**config.mk**
```make
export PLATFORM = sky130hd
export DESIGN_NAME = dpa_controller
export DESIGN_NICKNAME = d
export VERILOG_FILES = /design/src/sv/dpa_pkg.sv /design/src/sv/dpa_controller.sv
export SDC_FILE = /design/constraint.sdc
export NUM_CORES = 1
export LEC_CHECK = 0
export ABC_AREA = 1
export BUFFER_PORTS_ARGS = -buffer_cell sky130_fd_sc_hd__buf_2
export CAP_MARGIN = 20
export CORE_ASPECT_RATIO = 0.5
export CORE_MARGIN = 3
export CORE_UTILIZATION = 30
export CTS_BUF_LIST = sky130_fd_sc_hd__clkbuf_4 sky130_fd_sc_hd__clkbuf_8 sky130_fd_sc_hd__clkbuf_16
export CTS_CLUSTER_SIZE = 40
export DETAILED_ROUTE_END_ITERATION = 10
export PLACE_DENSITY = 0.57
export SYNTH_ARGS = -nofsm -noshare
export SYNTH_HDL_FRONTEND = slang
export SYNTH_SLANG_ARGS = --single-unit
```
**constraint.sdc**
```tcl
create_clock -name clk -period 3.15 [get_ports clk]
set_clock_uncertainty 0.05 [all_clocks]
set_input_delay 0.1575 -clock clk [delete_from_list [all_inputs] [get_ports clk]]
set_output_delay 0.1575 -clock clk [all_outputs]
set_load 0.005 [all_outputs]
```
**src/sv/dpa_pkg.sv**
```systemverilog
// Shared types, constants and the direction microprogram of the particle aggregator.
// No dependencies; used by every other file of the block.
package dpa_pkg;

  localparam int FRAC_BITS   = 8;
  localparam int ANGLE_W     = 10;
  localparam int RADIUS_W    = 17;
  localparam int TARGET_W    = 11;
  localparam int COORD_W     = 20;
  localparam int STORE_W     = 18;
  localparam int EVENT_W     = 2;

  localparam logic [30:0] Q30_ONE  = 31'd1 << 30;
  localparam logic [29:0] PI4_Q30  = 30'd843314857;
  localparam logic [7:0]  HALF_Q   = 8'd128;
  localparam logic [4:0]  DIR_LAST = 5'd27;

  localparam logic [1:0] REG_LAUNCH = 2'd0;
  localparam logic [1:0] REG_STICK  = 2'd1;
  localparam logic [1:0] REG_STEP   = 2'd2;
  localparam logic [1:0] REG_TARGET = 2'd3;

  localparam logic [EVENT_W-1:0] EV_MOVING  = 2'd0;
  localparam logic [EVENT_W-1:0] EV_STORED  = 2'd1;
  localparam logic [EVENT_W-1:0] EV_DROPPED = 2'd2;
  localparam logic [EVENT_W-1:0] EV_TARGET  = 2'd3;

  localparam logic [31:0] RECIP_72 = 32'((64'd1 << 32) / 72);
  localparam logic [31:0] RECIP_42 = 32'((64'd1 << 32) / 42);
  localparam logic [31:0] RECIP_20 = 32'((64'd1 << 32) / 20);
  localparam logic [31:0] RECIP_6  = 32'((64'd1 << 32) / 6);
  localparam logic [31:0] RECIP_90 = 32'((64'd1 << 32) / 90);
  localparam logic [31:0] RECIP_56 = 32'((64'd1 << 32) / 56);
  localparam logic [31:0] RECIP_30 = 32'((64'd1 << 32) / 30);
  localparam logic [31:0] RECIP_12 = 32'((64'd1 << 32) / 12);
  localparam logic [31:0] RECIP_2  = 32'((64'd1 << 32) / 2);

  typedef enum logic [2:0] {
    UOP_NONE, UOP_X, UOP_X2, UOP_QE, UOP_QF, UOP_PM, UOP_SIN
  } uop_t;

  typedef enum logic [3:0] {
    K72, K42, K20, K6, K90, K56, K30, K12, K2
  } kcode_t;

  typedef struct packed {
    uop_t   uop;
    logic   src_p;
    kcode_t k;
  } uinstr_t;

  typedef struct packed {
    logic    load;
    logic    tgt;
    logic    wsq;
    logic    rel;
    uinstr_t ui;
    logic    scale;
    logic    move;
    logic    scan_start;
    logic    scan_en;
    logic    decide;
    logic    publish;
  } dp_cmd_t;

  typedef struct packed {
    logic full;
    logic scan_done;
  } dp_status_t;

  function automatic logic [6:0] k_value(input kcode_t k);
    logic [6:0] v;
    case (k)
      K72: v = 7'd72;
      K42: v = 7'd42;
      K20: v = 7'd20;
      K6:  v = 7'd6;
      K90: v = 7'd90;
      K56: v = 7'd56;
      K30: v = 7'd30;
      K12: v = 7'd12;
      K2:  v = 7'd2;
      default: v = 7'd2;
    endcase
    return v;
  endfunction

  function automatic logic [31:0] k_recip(input kcode_t k);
    logic [31:0] v;
    case (k)
      K72: v = RECIP_72;
      K42: v = RECIP_42;
      K20: v = RECIP_20;
      K6:  v = RECIP_6;
      K90: v = RECIP_90;
      K56: v = RECIP_56;
      K30: v = RECIP_30;
      K12: v = RECIP_12;
      K2:  v = RECIP_2;
      default: v = RECIP_2;
    endcase
    return v;
  endfunction

  // Sine polynomial first, then cosine; the cosine ends in the t register.
  function automatic uinstr_t uprog(input logic [4:0] step);
    uinstr_t u;
    u = '{uop: UOP_NONE, src_p: 1'b1, k: K2};
    case (step)
      5'd0:  u.uop = UOP_X;
      5'd1:  u.uop = UOP_X2;
      5'd2:  u = '{uop: UOP_QE, src_p: 1'b0, k: K72};
      5'd3:  u = '{uop: UOP_QF, src_p: 1'b0, k: K72};
      5'd4:  u.uop = UOP_PM;
      5'd5:  u = '{uop: UOP_QE, src_p: 1'b1, k: K42};
      5'd6:  u = '{uop: UOP_QF, src_p: 1'b1, k: K42};
      5'd7:  u.uop = UOP_PM;
      5'd8:  u = '{uop: UOP_QE, src_p: 1'b1, k: K20};
      5'd9:  u = '{uop: UOP_QF, src_p: 1'b1, k: K20};
      5'd10: u.uop = UOP_PM;
      5'd11: u = '{uop: UOP_QE, src_p: 1'b1, k: K6};
      5'd12: u = '{uop: UOP_QF, src_p: 1'b1, k: K6};
      5'd13: u.uop = UOP_SIN;
      5'd14: u = '{uop: UOP_QE, src_p: 1'b0, k: K90};
      5'd15: u = '{uop: UOP_QF, src_p: 1'b0, k: K90};
      5'd16: u.uop = UOP_PM;
      5'd17: u = '{uop: UOP_QE, src_p: 1'b1, k: K56};
      5'd18: u = '{uop: UOP_QF, src_p: 1'b1, k: K56};
      5'd19: u.uop = UOP_PM;
      5'd20: u = '{uop: UOP_QE, src_p: 1'b1, k: K30};
      5'd21: u = '{uop: UOP_QF, src_p: 1'b1, k: K30};
      5'd22: u.uop = UOP_PM;
      5'd23: u = '{uop: UOP_QE, src_p: 1'b1, k: K12};
      5'd24: u = '{uop: UOP_QF, src_p: 1'b1, k: K12};
      5'd25: u.uop = UOP_PM;
      5'd26: u = '{uop: UOP_QE, src_p: 1'b1, k: K2};
      5'd27: u = '{uop: UOP_QF, src_p: 1'b1, k: K2};
      default: u.uop = UOP_NONE;
    endcase
    return u;
  endfunction

endpackage

```
**src/sv/dpa_controller.sv**
```systemverilog
// Controller state machine: sequences one step and owns the handshakes.
// Depends on dpa_pkg; drives dpa_datapath through a command struct.
module dpa_controller (
  input  logic                 clk,
  input  logic                 rst_n,
  input  logic                 in_valid,
  output logic                 in_ready,
  output logic                 out_valid,
  input  logic                 out_ready,
  input  dpa_pkg::dp_status_t  status,
  output dpa_pkg::dp_cmd_t     cmd
);
  import dpa_pkg::*;

  typedef enum logic [7:0] {
    ST_IDLE   = 8'b0000_0001,
    ST_PREP   = 8'b0000_0010,
    ST_DIR    = 8'b0000_0100,
    ST_SCALE  = 8'b0000_1000,
    ST_MOVE   = 8'b0001_0000,
    ST_SCST   = 8'b0010_0000,
    ST_SCAN   = 8'b0100_0000,
    ST_RESP   = 8'b1000_0000
  } state_t;

  state_t state_r, state_nxt;
  logic [4:0] step_r, step_nxt;
  logic out_valid_r, out_valid_nxt;

  assign in_ready  = state_r == ST_IDLE;
  assign out_valid = out_valid_r;

  always_comb begin
    state_nxt     = state_r;
    step_nxt      = step_r;
    out_valid_nxt = out_valid_r && !out_ready;
    cmd           = '0;
    cmd.ui        = uprog(5'd31);
    case (state_r)
      ST_IDLE: begin
        if (in_valid) begin
          cmd.load = 1'b1;
          if (status.full) begin
            cmd.tgt   = 1'b1;
            state_nxt = ST_RESP;
          end else begin
            state_nxt = ST_PREP;
          end
        end
      end
      ST_PREP: begin
        cmd.wsq   = 1'b1;
        step_nxt  = '0;
        state_nxt = ST_DIR;
      end
      ST_DIR: begin
        cmd.ui   = uprog(step_r);
        cmd.rel  = step_r == '0;
        step_nxt = step_r + 5'd1;
        if (step_r == DIR_LAST) state_nxt = ST_SCALE;
      end
      ST_SCALE: begin
        cmd.scale = 1'b1;
        state_nxt = ST_MOVE;
      end
      ST_MOVE: begin
        cmd.move  = 1'b1;
        state_nxt = ST_SCST;
      end
      ST_SCST: begin
        cmd.scan_start = 1'b1;
        cmd.wsq        = 1'b1;
        state_nxt      = ST_SCAN;
      end
      ST_SCAN: begin
        cmd.scan_en = 1'b1;
        if (status.scan_done) begin
          cmd.decide = 1'b1;
          state_nxt  = ST_RESP;
        end
      end
      ST_RESP: begin
        if (!out_valid_r || out_ready) begin
          cmd.publish   = 1'b1;
          out_valid_nxt = 1'b1;
          state_nxt     = ST_IDLE;
        end
      end
      default: state_nxt = ST_IDLE;
    endcase
  end

  always_ff @(posedge clk) begin
    if (!rst_n) begin
      state_r     <= ST_IDLE;
      step_r      <= '0;
      out_valid_r <= 1'b0;
    end else begin
      state_r     <= state_nxt;
      step_r      <= step_nxt;
      out_valid_r <= out_valid_nxt;
    end
  end

endmodule

```
==> results.sh, run 1 <==
export IMPL_status="complete, no violations"
export IMPL_cts_buffer_depth=2
export IMPL_grt_max_degree=17
export IMPL_netlist_top_cells_count="nand2_1, nor2_1, inv_1, nand3_1, dfxtp_1"
export IMPL_min_period_ns=2.10
export IMPL_antenna_found_initial=0
export IMPL_power_leakage_uw=0.000859
export IMPL_die_x_um=97.6
export IMPL_clock_fmax_mhz=477
export IMPL_clk_pin_slew_ns=0.05
export IMPL_worst_setup_path_start_kind="flop"
export IMPL_ys_flop_type="dfxtp_1"
export IMPL_syn_area_per_cell_sq_um=5.61
export IMPL_max_vdd_ir_drop_mv=0.176
export IMPL_setup_viol=0
export IMPL_drc_errors=0
export IMPL_drive_gt1_frac=0.183
export IMPL_ios=26
export IMPL_grt_usage=0.130
export IMPL_yosys_cell_types_count=25
export IMPL_routed_wl_mm=3.21
export IMPL_area_delta_synth_final_pct=17.9
export IMPL_cts_tree="done"
export IMPL_worstHoldPathCells=2
export IMPL_num_nets_final=264
export IMPL_first_pass_iters=4
export IMPL_maxCapViolCount=0
export IMPL_async_flop_share=0
export IMPL_finalMaxSlewViolations=0
export IMPL_crit_slowest_cell="dfxtp_1"
export IMPL_cpPeakStageDelay_ns=0.34
export IMPL_grt_ovfl_total=0
export IMPL_clock_sinks=14
export IMPL_hold_violations=0
export IMPL_worstHoldPathType="input pin to flop"
export IMPL_path_class="flop to primary output"
export IMPL_io_buffers=25
export IMPL_seqCellArea_sq_um=280
export IMPL_cp_required_ns=2.94
export IMPL_syn_inst=224
export IMPL_syn_nets=235
export IMPL_clk_latency_ns=0.24
export IMPL_grt_pass1_wl_mm=5.50
export IMPL_synth_most_common_cell="nand2_1"
export IMPL_start_util=0.338
export IMPL_slew_headroom=0.764
export IMPL_cts_root_buf="clkbuf_8"
export IMPL_worstPathMaxFanout=6
export IMPL_synth_top_area_frac=0.223
export IMPL_cts_hold_buf=0
export IMPL_setup_tns_ns=0
export IMPL_crit_chain="ha_1, inv_1, nor2_1, ha_1, inv_1, nand2_1, nor2_2, nand2_1, o21ai_2, nor2_2, buf_2"
export IMPL_ff2ff_path_depth=6
export IMPL_wl_per_cell_um=10.6
export IMPL_synth_warnings=0
export IMPL_grt_pass1_vias=1264
export IMPL_crit_path_end_kind="primary output"
export IMPL_netlist_area_sq_um=1260
export IMPL_cts_resized=0
export IMPL_die_area_sq_um=5050
export IMPL_ant_nets=0
export IMPL_routabilityCongestion=0.814
export IMPL_synth_seq_area_share=0.223
export IMPL_num_antenna_cells=0
export IMPL_timing_final_crit_share=0.666
export IMPL_cts_max_level=1
export IMPL_arrival_ns=1.89
export IMPL_die_h_um=51.8
export IMPL_post_cts_buffers=0
export IMPL_cts_buffers=3
export IMPL_ys_ff_latch=14
export IMPL_row_count=15
export IMPL_pwr_density_cell_nw_per_um2=318
export IMPL_viasPerCell=4.69
export IMPL_dr_total_vias=1416
export IMPL_place_hpwl_mm=2.63
export IMPL_synth_edf_count=0
export IMPL_dr_first_iter_drc_count=76
export IMPL_synth_area_leader_cell="dfxtp_1"
export IMPL_finalPower_uw=472
export IMPL_yosys_top_cells_area="dfxtp_1, nand2_1, nor2_1, nand3_1, inv_1"
export IMPL_multi_input_area_sq_um=826
export IMPL_worstMarginPinSlew_ns=0.353
export IMPL_rsz0062_at_grt="no"
export IMPL_fill_cells=428
export IMPL_core_sq_um=3720
[routing by layer]
layer  wire length (um)  track usage  vias to the layer above
met3                143       0.0134                        4
li1                   -            -                      758
met5                  0            0                        -
met2               1310        0.209                       34
met1               1730        0.183                      620
met4                 31       0.0414                        0
[area by class of cell]
type | instances | share of cell area
repair buffers | 26 | 0.0895
well taps | 51 | 0.0430
multi-input cells | 171 | 0.557
inverters | 37 | 0.0937
clock buffers | 3 | 0.0278
flip-flops and latches | 14 | 0.189
[critical path: cells and delay by family (launching register included)]
kind	cells	cell delay (ns)
buffers and inverters	3	0.30
flip-flops	1	0.34
AO/OA/AOI/OAI	1	0.17
AND/OR/NAND/NOR	5	0.37
adder cells (fa/ha/maj)	2	0.46
[registers in the layout, summed over array words and instances (netlist names)]
register / cells
state_r: 8
step_r: 5
out_valid: 1
[placed cells by master (no fill, tap or decap), drive strengths merged]
master | netlist | layout
o211a | 1 | 1
or2 | 1 | 1
nand4 | 3 | 3
o21ai | 6 | 6
ha | 5 | 5
dfxtp | 14 | 14
nor2 | 51 | 51
nor4 | 1 | 1
nor3 | 5 | 5
nand2 | 58 | 58
buf | 2 | 26
clkinv | 3 | 3
nand3 | 31 | 31
inv | 34 | 34
a21oi | 9 | 9
clkbuf | 0 | 3
[metrics by stage]
step	instance area, sq um	setup WS, ns	hold slack [ns]	utilization	cells
2_1_floorplan	1260	1.55	0.186	-	224
3_3_place_gp	1440	1.38	0.294	0.388	299
3_5_place_dp	1440	1.31	0.291	0.388	299
4_1_cts	1480	1.04	0.0341	0.399	302
5_1_grt	1480	0.922	0.0431	0.399	302
6_report	1480	1.05	0.0387	0.399	302
[path summary, 6_finish.rpt]
path,from,endpoint,slack [ns]
min,status[1],state_r[1],0.04
max,step_r[0],cmd[6],1.05
min reg2reg,state_r[4],state_r[5],0.46
max reg2reg,step_r[0],step_r[4],1.45
[where the power goes]
part / internal [uW] / switching [uW]
Clock: 84.4 / 57.6
Sequential: 188 / 8.98
Combinational: 46.4 / 86.2
Total: 319 / 153
[cells by family (layout without fill, tap and decap cells)]
family | Yosys count | after routing | synth area share
AO/OA/AOI/OAI | 16 | 16 | 0.0706
adder cells (fa/ha/maj) | 5 | 5 | 0.0498
buffers and inverters | 39 | 66 | 0.120
flip-flops | 14 | 14 | 0.223
AND/OR/NAND/NOR | 150 | 150 | 0.536
No activity file was read; power rests on OpenSTA's default activity.
==> inputs of run 2 (changes only) <==
- ABC_AREA: 1 -> 0
- PLACE_DENSITY: 0.57 -> 0.59
- clock period: 3.15 -> 1.9 ns (I/O delays scaled with it)
==> run 2 against run 1 <==
The flow now finishes with violations (setup timing). Global-route usage up 1.7 points. Count of clock-buffer cells in the layout is the same. Total power grew 44%. Flip-flop and latch count did not move. Non-clock buffer count is 24 higher. Synthesized cell count is 28% lower. Worst setup slack lost 1.2 ns. Core utilization rose by 9.3 points. Via count shrank 6.5%. Critical path type unchanged.
==> results.sh, run 2 <==
export IMPL_row_count=15
export IMPL_worstPathMaxFanout=4
export IMPL_arrival_ns=1.88
export IMPL_antenna_found_initial=0
export IMPL_dr_first_iter_drc_count=43
export IMPL_synth_seq_area_share=0.234
export IMPL_ios=26
export IMPL_rsz0062_at_grt="yes"
export IMPL_power_leakage_uw=0.000715
export IMPL_crit_slowest_cell="or4_4"
export IMPL_synth_area_leader_cell="dfxtp_1"
export IMPL_clk_latency_ns=0.24
export IMPL_cts_buffer_depth=2
export IMPL_drive_gt1_frac=0.459
export IMPL_setup_tns_ns=-0.395
export IMPL_ff2ff_path_depth=7
export IMPL_pwr_density_cell_nw_per_um2=380
export IMPL_max_vdd_ir_drop_mv=0.414
export IMPL_crit_buf_inv=3
export IMPL_num_antenna_cells=0
export IMPL_start_util=0.331
export IMPL_worstHoldPathCells=2
export IMPL_wl_per_cell_um=13.6
export IMPL_drc_errors=0
export IMPL_fill_cells=357
export IMPL_routabilityCongestion=0.808
export IMPL_area_delta_synth_final_pct=48.8
export IMPL_grt_usage=0.147
export IMPL_mostFrequentLayoutCells="buf_2, buf_4, nor2_1"
export IMPL_worst_hold_slack_ns=0.0887
export IMPL_grt_pass1_vias=1213
export IMPL_dr_total_vias=1324
export IMPL_clock_fmax_mhz=494
export IMPL_r2r_start="state_r[1]"
export IMPL_synth_top_area_frac=0.234
export IMPL_crit_family="simple AND/OR/NAND/NOR gates"
export IMPL_cts_buffers=3
export IMPL_finalMaxSlewViolations=0
export IMPL_grt_ovfl_total=0
export IMPL_syn_area_per_cell_sq_um=7.39
export IMPL_core_sq_um=3620
export IMPL_num_nets_final=218
export IMPL_setup_ws_ns=-0.123
export IMPL_grt_pass1_wl_mm=5.67
export IMPL_final_core_util=0.492
export IMPL_yosys_cell_types_count=52
export IMPL_synth_edf_count=0
export IMPL_ys_flop_type="dfxtp_1"
export IMPL_cts_max_level=1
export IMPL_synth_most_common_cell="nor2_1"
export IMPL_min_period_ns=2.02
export IMPL_setup_viol=9
export IMPL_cts_hold_buf=0
export IMPL_final_common_cell="buf_2"
export IMPL_largest_reg_flops=8
export IMPL_hold_violations=0
export IMPL_yosys_top_cells_area="dfxtp_1, nor2_1, ha_1, a21oi_1, nor2b_1"
export IMPL_ant_nets=0
export IMPL_cp_required_ns=1.75
export IMPL_die_h_um=50.7
export IMPL_place_hpwl_mm=2.44
export IMPL_maxCapViolCount=0
export IMPL_cpPeakStageDelay_ns=0.55
export IMPL_path_class="flop to primary output"
export IMPL_die_x_um=95.3
export IMPL_hold_start="rst_n"
export IMPL_io_buffers=25
export IMPL_syn_inst=162
export IMPL_startpoint="state_r[1]"
export IMPL_synth_warnings=0
export IMPL_worst_setup_path_start_kind="flop"
export IMPL_netlist_area_sq_um=1200
export IMPL_worstHoldPathType="input pin to flop"
export IMPL_routed_wl_mm=3.47
export IMPL_clock_sinks=14
export IMPL_ys_ff_latch=14
export IMPL_die_area_sq_um=4830
export IMPL_clk_pin_slew_ns=0.05
export IMPL_failed_checks="setup timing"
export IMPL_rrSetupSlack_ns=-0.03
export IMPL_timing_final_crit_share=1.06
export IMPL_cts_root_buf="clkbuf_8"
export IMPL_crit_path_frequent_cell="or4_4"
export IMPL_async_flop_share=0
export IMPL_crit_chain="or4_4, buf_6, or4_4, clkinv_2, buf_2"
export IMPL_cts_tree="done"
export IMPL_worstMarginPinSlew_ns=0.338
export IMPL_viasPerCell=5.17
export IMPL_netlist_top_cells_count="nor2_1, dfxtp_1, a21oi_1, nand2_1, o21ai_0"
export IMPL_crit_path_end_kind="primary output"
export IMPL_status="complete, but fails checks"
export IMPL_pre_cts_ws_ns=-0.0164
export IMPL_first_pass_iters=6
export IMPL_syn_nets=173
export IMPL_slew_headroom=0.773
export IMPL_worst_path_stages=5
export IMPL_hold_path_end="state_r[0]"
export IMPL_rr_endpoint="state_r[0]"
export IMPL_regMostFlops="state_r"
export IMPL_grt_max_degree=19
==> run 2: routing by layer <==
layer	wire (um)	global-route usage
met5	0	0
met3	155	0.0329
met4	54	0.0431
met2	1670	0.235
met1	1590	0.197
==> run 2: worst register-to-register path, stage by stage (launching register included) <==
cell      delay, ns
dfxtp_2        0.32
or4_4          0.55
buf_6          0.15
or4_4          0.44
clkinv_2       0.07
nor3_1         0.04
nand4_1        0.08
o221ai_1       0.10
==> run 2: area by class of cell <==
| class | instances | area (sq um) | share of cell area |
|---|---|---|---|
| Sequential cell | 14 | 290 | 0.163 |
| Timing Repair Buffer | 50 | 334 | 0.187 |
| Inverter | 8 | 36.3 | 0.0204 |
| Clock buffer | 3 | 41.3 | 0.0232 |
| Tap cell | 51 | 63.8 | 0.0358 |
| Multi-Input combinational cell | 130 | 1020 | 0.570 |
==> run 2: power breakdown <==
group | total (uW) | switching [uW] | internal, uW
registers | 306 | 6.10 | 300
clock network | 235 | 95.1 | 140
logic | 136 | 66.5 | 69.6
==> run 2: metrics by stage <==
step                      instance area (sq um)  power (uW)  cells
after detailed placement                   1480         435    245
after global placement                     1480         432    245
after CTS                                  1660         677    253
after floorplan                            1200         390    162
after global routing                       1780         712    256
final                                      1780         677    256
==> run 2: worst max path at each step <==
stage / to / slack, ns
after CTS: cmd[15] / -0.12
after global routing: cmd[15] / -0.17
after detailed placement: cmd[9] / -0.02
after floorplan: state_r[0] / 0.05
after global placement: cmd[9] / 0.004
final: cmd[3] / -0.12
==> run 2: kinds of logic (layout without fill, tap and decap cells) <==
logic type | Yosys count | in the layout | share of synthesized area
and+or+nand+nor | 77 | 77 | 0.389
AOI/OAI and AO/OA | 46 | 46 | 0.251
buffers and inverters | 18 | 61 | 0.0585
DFF | 14 | 14 | 0.234
adders and majority gates | 5 | 5 | 0.0522
xor gates and xnor gates | 1 | 1 | 0.00732
muxes | 1 | 1 | 0.00836
==> run 2: timing repair <==
item                       in CTS  in global routing
hold endpoints to repair        0                  0
gates resized for setup        28                 24
pin swaps                       9                 15
setup buffers                   5                  3
setup endpoints to repair      11                 16
==> inputs of run 3 (changes only) <==
- SKIP_CTS_REPAIR_TIMING: unset -> 1
- SLEW_MARGIN: unset -> 10
==> run 3 against run 2 <==
The run still ends with setup timing left. Via count rose by 0.91%. Sequential power is essentially flat. Maximum frequency is 1.7% higher. Critical endpoint is now cmd[9]. Largest cell class unchanged.
==> results.sh, run 3 (synthesis results as in run 2) <==
export IMPL_p_int_uw=511
export IMPL_failed_checks="setup timing"
export IMPL_ios=26
export IMPL_start_util=0.331
export IMPL_p_comb_frac=0.203
export IMPL_mostFrequentLayoutCells="buf_2, buf_4, nor2_1"
export IMPL_crit_family="compound AO/OA/AOI/OAI gates"
export IMPL_swShare=0.250
export IMPL_setup_ws_ns=-0.0888
export IMPL_place_hpwl_mm=2.44
export IMPL_cts_tree="done"
export IMPL_worstHoldPathType="input pin to flop"
export IMPL_finalMaxSlewViolations=0
export IMPL_grt_busiest_layer="met2"
export IMPL_rsz0062_at_grt="yes"
export IMPL_grt_max_degree=19
export IMPL_p_seq_frac=0.451
export IMPL_cts_buffers=3
export IMPL_cts_root_buf="clkbuf_8"
export IMPL_routabilityCongestion=0.808
export IMPL_first_pass_iters=4
export IMPL_io_buffers=25
export IMPL_ant_nets=0
export IMPL_rrSetupSlack_ns=-0.01
export IMPL_cts_max_level=1
export IMPL_clk_latency_ns=0.24
export IMPL_worst_setup_path_start_kind="flop"
export IMPL_cts_buffer_depth=2
export IMPL_hold_path_end="state_r[0]"
export IMPL_grt_usage=0.137
export IMPL_die_x_um=95.3
export IMPL_max_vdd_ir_drop_mv=0.427
export IMPL_grt_pass1_wl_mm=5.28
export IMPL_wl_per_cell_um=13.5
export IMPL_core_sq_um=3620
export IMPL_num_antenna_cells=0
export IMPL_arrival_ns=1.84
export IMPL_finalPower_uw=681
export IMPL_hold_violations=0
export IMPL_min_period_ns=1.99
export IMPL_largest_reg_flops=8
export IMPL_cpPeakStageDelay_ns=0.36
export IMPL_dr_total_vias=1336
export IMPL_timing_final_crit_share=1.05
export IMPL_crit_chain="ha_4, and3_4, ha_4, a311oi_4, o31ai_2, o21ai_1, buf_2"
export IMPL_clk_pin_slew_ns=0.05
export IMPL_crit_buf_inv=1
export IMPL_setup_tns_ns=-0.257
export IMPL_grt_ovfl_total=0
export IMPL_area_delta_synth_final_pct=48.6
export IMPL_ff2ff_path_depth=7
export IMPL_drive_gt1_frac=0.451
export IMPL_maxCapViolCount=0
export IMPL_cp_required_ns=1.75
export IMPL_use_met3=0.0344
export IMPL_use_met2=0.213
export IMPL_use_met1=0.189
export IMPL_worstPathMaxFanout=6
export IMPL_hold_start="rst_n"
export IMPL_power_frac_clock=0.346
export IMPL_dr_first_iter_drc_count=66
export IMPL_viasPerCell=5.20
export IMPL_rr_endpoint="state_r[6]"
export IMPL_startpoint="step_r[1]"
export IMPL_final_common_cell="buf_2"
export IMPL_p_sw_uw=170
export IMPL_path_class="flop to primary output"
export IMPL_r2r_start="state_r[1]"
export IMPL_pwr_density_cell_nw_per_um2=383
export IMPL_worstHoldPathCells=2
export IMPL_clock_fmax_mhz=503
export IMPL_status="complete, but fails checks"
export IMPL_worst_hold_slack_ns=0.0862
export IMPL_drc_errors=0
export IMPL_setup_viol=10
export IMPL_die_h_um=50.7
export IMPL_die_area_sq_um=4830
export IMPL_regMostFlops="state_r"
export IMPL_num_nets_final=219
export IMPL_slew_headroom=0.788
export IMPL_crit_path_frequent_cell="ha_4"
export IMPL_power_leakage_uw=0.000706
export IMPL_grt_pass1_vias=1139
export IMPL_clock_sinks=14
export IMPL_worstMarginPinSlew_ns=0.315
export IMPL_antenna_found_initial=0
export IMPL_crit_slowest_cell="dfxtp_4"
export IMPL_row_count=15
export IMPL_pre_cts_ws_ns=-0.0164
export IMPL_crit_path_end_kind="primary output"
export IMPL_routed_wl_mm=3.46
run 3: worst max-delay path by stage:
stage | cells after the start | to | slack (ns)
3_3_place_gp | 7 | cmd[9] | 0.004
6_report | 7 | cmd[9] | -0.09
4_1_cts | 7 | cmd[9] | -0.28
2_1_floorplan | 6 | state_r[0] | 0.05
3_5_place_dp | 7 | cmd[9] | -0.02
5_1_grt | 7 | cmd[9] | -0.15
run 3: routing by layer:
metal,part of all wire,wire length [um]
met2,0.46,1580
met5,0,0
met1,0.48,1660
met3,0.053,182
met4,0.013,44
run 3: final cells by class:
type / instances / area, sq um
Fill cell: 364 / 1840
Multi-Input combinational cell: 130 / 1010
Timing Repair Buffer: 51 / 345
Sequential cell: 14 / 290
Tap cell: 51 / 63.8
Clock buffer: 3 / 41.3
Inverter: 8 / 32.5
run 3: stage by stage:
| stage | area, sq um | util | instances |
|---|---|---|---|
| 5_1_grt | 1780 | 0.491 | 257 |
| 6_report | 1780 | 0.491 | 257 |
| 4_1_cts | 1520 | 0.419 | 248 |
| 2_1_floorplan | 1200 | - | 162 |
| 3_5_place_dp | 1480 | 0.407 | 245 |
| 3_3_place_gp | 1480 | 0.407 | 245 |
run 3: power groups by stage:
| stage | registers, uW | logic (uW) | clock network [uW] |
|---|---|---|---|
| floorplan | 316 | 74.0 | 0 |
| global placement | 314 | 118 | 0 |
| detailed placement | 315 | 121 | 0 |
| CTS | 308 | 121 | 241 |
| global route | 307 | 150 | 257 |
| finish | 307 | 138 | 236 |
